[src/tc_pkg.sv]
`timescale 1ns / 1ps
// ----------------------------------------------------------------------------
// tc_pkg
// Shared widths, constants, command/status types and helpers for the
// transitive closure block.
// ----------------------------------------------------------------------------
package tc_pkg;

    // Fixed field widths
    localparam int ROW_W = 32;          // adjacency row width
    localparam int NUM_W = 5;           // row number field width
    localparam int CFG_W = 6;           // vertex count register width

    // Default storage depth and register reset value
    localparam int MAX_VERTICES_DEF = 32;
    localparam logic [CFG_W-1:0] VCOUNT_RST = 6'd32;

    // Commands from the controller to the datapath
    typedef struct packed {
        logic load_we;    // store the incoming row
        logic close_en;   // run one pivot pass
        logic emit_en;    // load the output register with a row
        logic emit_last;  // that row is the last of the matrix
    } tc_cmd_t;

    // Status from the datapath to the controller
    typedef struct packed {
        logic out_free;   // output register can take a row this cycle
    } tc_sts_t;

    // Clamp a written vertex count to 1..limit
    function automatic logic [CFG_W-1:0] eff_count(input logic [CFG_W-1:0] v,
                                                    input logic [CFG_W-1:0] limit);
        logic [CFG_W-1:0] r;
        r = v;
        if (r == '0)
            r = 6'd1;
        if (r > limit)
            r = limit;
        return r;
    endfunction

endpackage

[src/tc_datapath.sv]
`timescale 1ns / 1ps
// ----------------------------------------------------------------------------
// tc_datapath
// Row storage, parallel pivot update and the registered output item.
// ----------------------------------------------------------------------------
module tc_datapath #(
    parameter int MAX_VERTICES = tc_pkg::MAX_VERTICES_DEF
) (
    input  logic                        clk,
    input  logic                        rst_n,
    input  tc_pkg::tc_cmd_t             cmd,
    output tc_pkg::tc_sts_t             sts,
    input  logic [tc_pkg::CFG_W-1:0]    vcount,
    input  logic [$clog2((MAX_VERTICES < tc_pkg::ROW_W) ? MAX_VERTICES
                                                         : tc_pkg::ROW_W)-1:0] load_idx,
    input  logic [$clog2((MAX_VERTICES < tc_pkg::ROW_W) ? MAX_VERTICES
                                                         : tc_pkg::ROW_W)-1:0] sel_idx,
    input  logic [tc_pkg::ROW_W-1:0]    row_in,
    input  logic                        m_axis_tready,
    output logic                        m_axis_tvalid,
    output logic [39:0]                 m_axis_tdata,
    output logic                        m_axis_tlast
);

    localparam int ROW_LIMIT = (MAX_VERTICES < tc_pkg::ROW_W) ? MAX_VERTICES : tc_pkg::ROW_W;

    logic [tc_pkg::ROW_W-1:0] rows_reg [ROW_LIMIT];
    logic [tc_pkg::ROW_W-1:0] col_mask;
    logic [tc_pkg::ROW_W-1:0] sel_row;
    logic [tc_pkg::NUM_W-1:0] sel_bit;

    logic                     out_valid_reg;
    logic                     out_valid_next;
    logic [tc_pkg::ROW_W-1:0] out_row_reg;
    logic [tc_pkg::NUM_W-1:0] out_num_reg;
    logic                     out_last_reg;

    // Column mask for the vertices in use
    assign col_mask = ~({tc_pkg::ROW_W{1'b1}} << vcount);

    // Shared row read: pivot row while closing, emitted row while emitting
    assign sel_row = rows_reg[sel_idx];
    assign sel_bit = tc_pkg::NUM_W'(sel_idx);

    // Load rows and run pivot passes over all rows at once
    always_ff @(posedge clk)
    begin
        if (cmd.load_we)
        begin
            rows_reg[load_idx] <= row_in & col_mask;
        end
        else if (cmd.close_en)
        begin
            for (int i = 0; i < ROW_LIMIT; i++)
            begin
                if (rows_reg[i][sel_bit])
                    rows_reg[i] <= rows_reg[i] | sel_row;
            end
        end
    end

    // Output register handshake
    assign sts.out_free = !out_valid_reg || m_axis_tready;

    always_comb
    begin
        out_valid_next = out_valid_reg;
        if (cmd.emit_en)
            out_valid_next = 1'b1;
        else if (m_axis_tready)
            out_valid_next = 1'b0;
    end

    always_ff @(posedge clk or negedge rst_n)
    begin
        if (!rst_n)
            out_valid_reg <= 1'b0;
        else
            out_valid_reg <= out_valid_next;
    end

    // Capture the emitted row
    always_ff @(posedge clk)
    begin
        if (cmd.emit_en)
        begin
            out_row_reg  <= sel_row;
            out_num_reg  <= sel_bit;
            out_last_reg <= cmd.emit_last;
        end
    end

    assign m_axis_tvalid = out_valid_reg;
    assign m_axis_tdata  = {3'b000, out_num_reg, out_row_reg};
    assign m_axis_tlast  = out_last_reg;

endmodule

[src/tc_ctrl.sv]
`timescale 1ns / 1ps
// ----------------------------------------------------------------------------
// tc_ctrl
// Sequencer for load, pivot and emit phases; holds the vertex count.
// ----------------------------------------------------------------------------
module tc_ctrl #(
    parameter int MAX_VERTICES = tc_pkg::MAX_VERTICES_DEF
) (
    input  logic                        clk,
    input  logic                        rst_n,
    input  logic                        s_axis_tvalid,
    output logic                        s_axis_tready,
    input  logic                        cfg_valid,
    output logic                        cfg_ready,
    input  logic [tc_pkg::CFG_W-1:0]    cfg_data,
    output tc_pkg::tc_cmd_t             cmd,
    input  tc_pkg::tc_sts_t             sts,
    output logic [tc_pkg::CFG_W-1:0]    vcount,
    output logic [$clog2((MAX_VERTICES < tc_pkg::ROW_W) ? MAX_VERTICES
                                                         : tc_pkg::ROW_W)-1:0] load_idx,
    output logic [$clog2((MAX_VERTICES < tc_pkg::ROW_W) ? MAX_VERTICES
                                                         : tc_pkg::ROW_W)-1:0] sel_idx
);

    localparam int ROW_LIMIT = (MAX_VERTICES < tc_pkg::ROW_W) ? MAX_VERTICES : tc_pkg::ROW_W;
    localparam int IDX_W     = $clog2(ROW_LIMIT);
    localparam logic [tc_pkg::CFG_W-1:0] LIMIT = tc_pkg::CFG_W'(ROW_LIMIT);

    typedef enum logic [2:0] {
        ST_LOAD  = 3'b001,
        ST_CLOSE = 3'b010,
        ST_EMIT  = 3'b100
    } tc_state_t;

    tc_state_t                state_reg, state_next;
    logic [tc_pkg::CFG_W-1:0] n_reg, n_next;
    logic [tc_pkg::CFG_W-1:0] load_cnt_reg, load_cnt_next;
    logic [tc_pkg::CFG_W-1:0] idx_reg, idx_next;
    logic                     in_acc;
    logic                     cfg_acc;
    logic                     idx_at_end;

    // Hold off input items while a count write is offered
    assign s_axis_tready = (state_reg == ST_LOAD) && !cfg_valid;
    assign cfg_ready     = (state_reg == ST_LOAD);
    assign in_acc        = s_axis_tvalid && s_axis_tready;
    assign cfg_acc       = cfg_valid && cfg_ready;
    assign idx_at_end    = (tc_pkg::CFG_W'(idx_reg + 6'd1) == n_reg);

    // Commands to the datapath
    always_comb
    begin
        cmd           = '0;
        cmd.load_we   = in_acc;
        cmd.close_en  = (state_reg == ST_CLOSE);
        cmd.emit_en   = (state_reg == ST_EMIT) && sts.out_free;
        cmd.emit_last = idx_at_end;
    end

    assign vcount   = n_reg;
    assign load_idx = load_cnt_reg[IDX_W-1:0];
    assign sel_idx  = idx_reg[IDX_W-1:0];

    // Next state and counters
    always_comb
    begin
        state_next    = state_reg;
        n_next        = n_reg;
        load_cnt_next = load_cnt_reg;
        idx_next      = idx_reg;
        case (state_reg)
            ST_LOAD:
            begin
                if (cfg_acc)
                begin
                    n_next        = tc_pkg::eff_count(cfg_data, LIMIT);
                    load_cnt_next = '0;
                end
                else if (in_acc)
                begin
                    if (tc_pkg::CFG_W'(load_cnt_reg + 6'd1) == n_reg)
                    begin
                        load_cnt_next = '0;
                        idx_next      = '0;
                        state_next    = ST_CLOSE;
                    end
                    else
                    begin
                        load_cnt_next = tc_pkg::CFG_W'(load_cnt_reg + 6'd1);
                    end
                end
            end
            ST_CLOSE:
            begin
                if (idx_at_end)
                begin
                    idx_next   = '0;
                    state_next = ST_EMIT;
                end
                else
                begin
                    idx_next = tc_pkg::CFG_W'(idx_reg + 6'd1);
                end
            end
            ST_EMIT:
            begin
                if (sts.out_free)
                begin
                    if (idx_at_end)
                    begin
                        idx_next   = '0;
                        state_next = ST_LOAD;
                    end
                    else
                    begin
                        idx_next = tc_pkg::CFG_W'(idx_reg + 6'd1);
                    end
                end
            end
            default:
            begin
                state_next    = ST_LOAD;
                load_cnt_next = '0;
                idx_next      = '0;
            end
        endcase
    end

    always_ff @(posedge clk or negedge rst_n)
    begin
        if (!rst_n)
        begin
            state_reg    <= ST_LOAD;
            n_reg        <= tc_pkg::eff_count(tc_pkg::VCOUNT_RST, LIMIT);
            load_cnt_reg <= '0;
            idx_reg      <= '0;
        end
        else
        begin
            state_reg    <= state_next;
            n_reg        <= n_next;
            load_cnt_reg <= load_cnt_next;
            idx_reg      <= idx_next;
        end
    end

    // Load counter never reaches the vertex count
    a_load_bound: assert property (@(posedge clk) disable iff (!rst_n)
        load_cnt_reg < n_reg)
        else $error("load counter out of range");

    // Pivot and emit index stay inside the matrix
    a_idx_bound: assert property (@(posedge clk) disable iff (!rst_n)
        (state_reg != ST_LOAD) |-> (idx_reg < n_reg))
        else $error("row index out of range");

    // Last pivot pass hands over to emitting from row 0
    a_close_to_emit: assert property (@(posedge clk) disable iff (!rst_n)
        (state_reg == ST_CLOSE && idx_at_end) |=> (state_reg == ST_EMIT && idx_reg == '0))
        else $error("closing did not end in emitting");

    // Emit index holds while the output register is busy
    a_emit_hold: assert property (@(posedge clk) disable iff (!rst_n)
        (state_reg == ST_EMIT && !sts.out_free) |=> (state_reg == ST_EMIT && $stable(idx_reg)))
        else $error("emit index moved under back-pressure");

endmodule

[src/transitive_closure.sv]
`timescale 1ns / 1ps
// ----------------------------------------------------------------------------
// transitive_closure
// Warshall transitive closure of a boolean adjacency matrix, streamed in and
// out one row per item.
// ----------------------------------------------------------------------------
// Send N rows (N = vertex count, 1..min(MAX_VERTICES, 32)), one per item, one
// per cycle; column bits at or above N are cleared on load. After the last
// row the block runs N pivot passes, one per cycle, each updating every row
// at once, then emits N closed rows from an output register, row number in
// tdata and tlast on the final row. Input is not taken during the pivot and
// emit phases nor while a vertex count write is offered, and the next matrix
// may start loading while the last row still waits at the output. The user
// must write the vertex count only between matrices; the block itself does
// not enforce this, and a write restarts loading at row 0.
// ----------------------------------------------------------------------------
module transitive_closure #(
    parameter int MAX_VERTICES = tc_pkg::MAX_VERTICES_DEF
) (
    input  logic                     clk,
    input  logic                     rst_n,
    // Input items: tdata = row_bits[31:0]
    input  logic                     s_axis_tvalid,
    output logic                     s_axis_tready,
    input  logic [31:0]              s_axis_tdata,
    // Result items: tdata = closure_row[31:0], row_number[36:32], zero pad
    output logic                     m_axis_tvalid,
    input  logic                     m_axis_tready,
    output logic [39:0]              m_axis_tdata,
    output logic                     m_axis_tlast,
    // Vertex count register write: cfg_data = vertex_count[5:0]
    input  logic                     cfg_valid,
    output logic                     cfg_ready,
    input  logic [tc_pkg::CFG_W-1:0] cfg_data
);

    localparam int ROW_LIMIT = (MAX_VERTICES < tc_pkg::ROW_W) ? MAX_VERTICES : tc_pkg::ROW_W;
    localparam int IDX_W     = $clog2(ROW_LIMIT);

    tc_pkg::tc_cmd_t          cmd;
    tc_pkg::tc_sts_t          sts;
    logic [tc_pkg::CFG_W-1:0] vcount;
    logic [IDX_W-1:0]         load_idx;
    logic [IDX_W-1:0]         sel_idx;

    // Phase sequencer
    tc_ctrl #(
        .MAX_VERTICES (MAX_VERTICES)
    ) u_ctrl (
        .clk           (clk),
        .rst_n         (rst_n),
        .s_axis_tvalid (s_axis_tvalid),
        .s_axis_tready (s_axis_tready),
        .cfg_valid     (cfg_valid),
        .cfg_ready     (cfg_ready),
        .cfg_data      (cfg_data),
        .cmd           (cmd),
        .sts           (sts),
        .vcount        (vcount),
        .load_idx      (load_idx),
        .sel_idx       (sel_idx)
    );

    // Row storage and output register
    tc_datapath #(
        .MAX_VERTICES (MAX_VERTICES)
    ) u_datapath (
        .clk           (clk),
        .rst_n         (rst_n),
        .cmd           (cmd),
        .sts           (sts),
        .vcount        (vcount),
        .load_idx      (load_idx),
        .sel_idx       (sel_idx),
        .row_in        (s_axis_tdata),
        .m_axis_tready (m_axis_tready),
        .m_axis_tvalid (m_axis_tvalid),
        .m_axis_tdata  (m_axis_tdata),
        .m_axis_tlast  (m_axis_tlast)
    );

endmodule
[config.mk]
export PLATFORM = sky130hd
export DESIGN_NAME = transitive_closure
export DESIGN_NICKNAME = d
export VERILOG_FILES = /design/src/tc_pkg.sv /design/src/tc_datapath.sv /design/src/tc_ctrl.sv /design/src/transitive_closure.sv
export SDC_FILE = /design/constraint.sdc
export NUM_CORES = 2
export LEC_CHECK = 0
export BUFFER_PORTS_ARGS = -buffer_cell sky130_fd_sc_hd__buf_2
export CAP_MARGIN = 20
export CORE_ASPECT_RATIO = 1.25
export CORE_MARGIN = 2
export CORE_UTILIZATION = 53
export CTS_BUF_LIST = sky130_fd_sc_hd__clkbuf_8
export DETAILED_ROUTE_END_ITERATION = 7
export PLACE_DENSITY_LB_ADDON = 0.08
export SLEW_MARGIN = 40
export SYNTH_ARGS = -nofsm -noshare
export SYNTH_HDL_FRONTEND = slang
export SYNTH_SLANG_ARGS = --single-unit
[constraint.sdc]
create_clock -name clk -period 7.6 [get_ports clk]
set_clock_uncertainty 0.15 [all_clocks]
set_input_delay 0 -clock clk [delete_from_list [all_inputs] [get_ports clk]]
set_output_delay 0 -clock clk [all_outputs]
set_load 0.05 [all_outputs]
==> results.json <==
{
  "vias_in_the_first_global_route": 49400,
  "die_height_um": 394,
  "setup_viol": 0,
  "n_fill_cell": 10100,
  "worstReg2RegEnd": "u_datapath.rows_reg[22][12]",
  "drive_above_1_share_pct": 20.1,
  "floorplan.core_area_um2": 121000,
  "cts_made_buffers": 181,
  "setup.worst_path.start_class": "register",
  "cp_slowest_cell": "nand2_1",
  "yosysUniqueCellTypes": 90,
  "max_slew_margin_pct": 32.5,
  "path_clk_slew_ps": 60,
  "via_count": 53600,
  "hold_path_class": "input port to register",
  "regToRegSetupSlack_ps": 2230,
  "slew_viol_final": 0,
  "yosysSeqAreaShare_pct": 50.4,
  "clockBufferDepth": 3,
  "critPathLaunch": "u_ctrl.idx_reg[2]",
  "synth.area.top_cells": "edfxtp_1 (50%), mux4_2 (14%), mux2i_1 (7.6%)",
  "cp_top_family": "buffers and inverters",
  "yosys_warnings": 0,
  "die_w_um": 316,
  "syn-cell-area_um2": 64400,
  "cp.arrival_ps": 5850,
  "cap_viol_max_count": 0,
  "ctsResizeCount": 0,
  "global_route_wire_length_before_repair_um": 389000,
  "yosys.cell_count.top_type": "edfxtp_1",
  "dp_worst_setup_slack_ps": 2240,
  "ir_drop_mv": 0.195,
  "floorplan.rows": 143,
  "antenna_violating_nets_post_route": 0,
  "drt-pass1-iter-count": 8,
  "yosys_most_used_dff": "edfxtp_1",
  "clock_tree_from_tritoncts": "yes",
  "routed_wirelength_um": 279000,
  "ios": 87,
  "crit_type": "register to register",
  "rsz0062_at_grt": "no",
  "grt_antenna_before_repair": 13,
  "ys_ff_latch": 1084,
  "synth_common_cells": "edfxtp_1 (1062), a21oi_1 (615), nor3_1 (563)",
  "cell_breakdown_of_the_critical_path": "buf_4 > nand2_1 > o22ai_1 > nor3_1 > nor3_4 > buf_4 > nand2_2 > buf_4",
  "critPathRequiredTime_ps": 8080,
  "buffers_added_on_ports": 83,
  "postSynthCellCount": 5287,
  "largest_reg_flops": 1024,
  "route.detailed.drc": 0,
  "max_freq_ghz": 0.186,
  "overflow": 0,
  "status": "finished, final reports clean",
  "post-route-worst-setup-slack_ps": 2230,
  "number_of_cells_traversed_by_the_worst_register_to_register_path": 8,
  "hold_path_end": "u_ctrl.state_reg[1]",
  "worst_slew_pin_slew_ps": 1010,
  "min_period_over_period_pct": 70.7,
  "clock-root-buffer": "clkbuf_8",
  "clk_latency_ps": 960,
  "worstPathBufferInverterCount": 3,
  "finalPower_w": 0.0130,
  "last_weighted_congestion_value_of_the_routability_driven_placer": 0.993,
  "drtIter0Drc": 10100,
  "synth_top_area_share_pct": 49.5,
  "vias_per_cell": 7.69,
  "number_of_flops_mapped_to_enable_cells_by_yosys": 1062,
  "share_of_async_settable_or_async_resettable_flops_after_synthesis_pct": 2.03,
  "tns_ps": 0,
  "nets": 5286,
  "grt_start_max_net_pins": 113,
  "regToRegStartpoint": "u_ctrl.idx_reg[2]",
  "die-area_um2": 124000,
  "period_minus_slack_ps": 5370,
  "synth_area_leader_cell": "edfxtp_1",
  "post_synth.cell_area_avg_um2": 12.2,
  "detail_route.wl_per_cell_um": 40.0,
  "leakage_nw": 23.3,
  "hpwl_after_dpl_um": 186000,
  "syn2layout_area_growth_pct": 8.36,
  "cts.sinks": 1084,
  "track_usage_pct": 44.5,
  "start_util_pct": 53.2,
  "critical-path-top-cell-by-count": "buf_4",
  "crit_path_end_kind": "register",
  "timing.hold.worst_path_depth": 5,
  "cts-htree-levels": 4,
  "finalHoldViolCount": 0,
  "power.density_nw_per_um2": 186,
  "min-delay-start": "cfg_valid",
  "cp_peak_stage_delay_ps": 780,
  "critical_path_peak_fanout": 52
}
## worst reg2reg max path, cell delays in order (launching register included)
cell	delay, ps
dfrtp_4	770
buf_4	790
nand2_1	860
o22ai_1	620
nor3_1	160
nor3_4	170
buf_4	660
nand2_2	400
buf_4	410
## cell families (layout without fill, tap and decap cells)
kind of cell    count (synthesis)  after routing  share of synthesized area [%]
simple gates                 1304           1304                           9.98
flops                        1084           1084                           50.4
other cells                     1              9                        0.00582
buf+inv                       598            683                           5.25
mux                           921            921                           21.9
fa+ha+maj                       5              5                         0.0971
xor+xnor                       21             21                          0.286
compound gates               1353           1353                           12.1
## metal layers
metal	vias to the layer above	global-route usage (%)	wire length (um)
li1	20800	-	-
met1	26500	58.6	95000
met2	5177	62.8	117000
met3	1182	13.7	41300
met4	14	30.7	25400
met5	-	0.0392	74
## cells in the final DEF, fill, tap and decap left out, types with 17 or more instances in the layout
cell           count
edfxtp_1        1062
a21oi_1          614
nor3_1           558
mux2i_1          492
mux4_2           387
nor2_1           354
o21ai_0          325
buf_4            190
clkbuf_8         188
nand2_1          151
o22ai_1          103
buf_2             85
a22oi_1           79
inv_1             71
dlygate4sd3_1     59
clkinv_1          53
a211oi_1          43
mux2_2            42
nand2b_1          34
nand3_1           33
nor4_1            22
nor4_4            21
nand2_4           20
a22o_1            18
o21ai_4           18
a221oi_1          17
## worst max-delay path by stage
stage          depth (start not counted)                     endpoint
3_5_place_dp                           8   u_datapath.rows_reg[13][6]
5_1_grt                                9   u_datapath.rows_reg[31][7]
4_1_cts                                8  u_datapath.rows_reg[13][26]
6_report                               8  u_datapath.rows_reg[22][12]
2_1_floorplan                         10   u_datapath.rows_reg[25][0]
3_3_place_gp                           7   u_datapath.rows_reg[13][1]
## area by class of cell
cell class / count / area, um^2 / share of cell area [%]
timing repair buffer: 350 / 2700 / 3.87
inverter: 14 / 55.1 / 0.0789
clock buffer: 188 / 2590 / 3.71
tap: 1595 / 2000 / 2.86
sequential: 1084 / 32500 / 46.5
clock inverter: 131 / 623 / 0.893
multi-input combinational: 3607 / 29400 / 42.1
antenna: 6 / 15.0 / 0.0215
## timing repair
action,4_1_cts,5_1_grt
endpoints found under the hold margin,1106,0
hold buffers,60,0
setup buffers,0,0
## where the power goes
| group | total, W | internal, W | switching, W |
|---|---|---|---|
| clock | 0.00498 | 0.00240 | 0.00257 |
| sequential | 0.00674 | 0.00669 | 0.0000460 |
| combinational | 0.00126 | 0.000377 | 0.000881 |
## stage by stage
| step | area, um^2 | instances | utilization (%) | hold WS, ps |
|---|---|---|---|---|
| after global placement | 65500 | 6568 | 54.1 | -132 |
| after CTS | 69700 | 6966 | 57.5 | 6.77 |
| after floorplan | 64400 | 5289 | - | -446 |
| after global routing | 69800 | 6970 | 57.6 | 119 |
| final | 69800 | 6975 | 57.6 | 67.0 |
| after detailed placement | 65900 | 6587 | 54.4 | -130 |
Power figures use the tool's default switching activity.
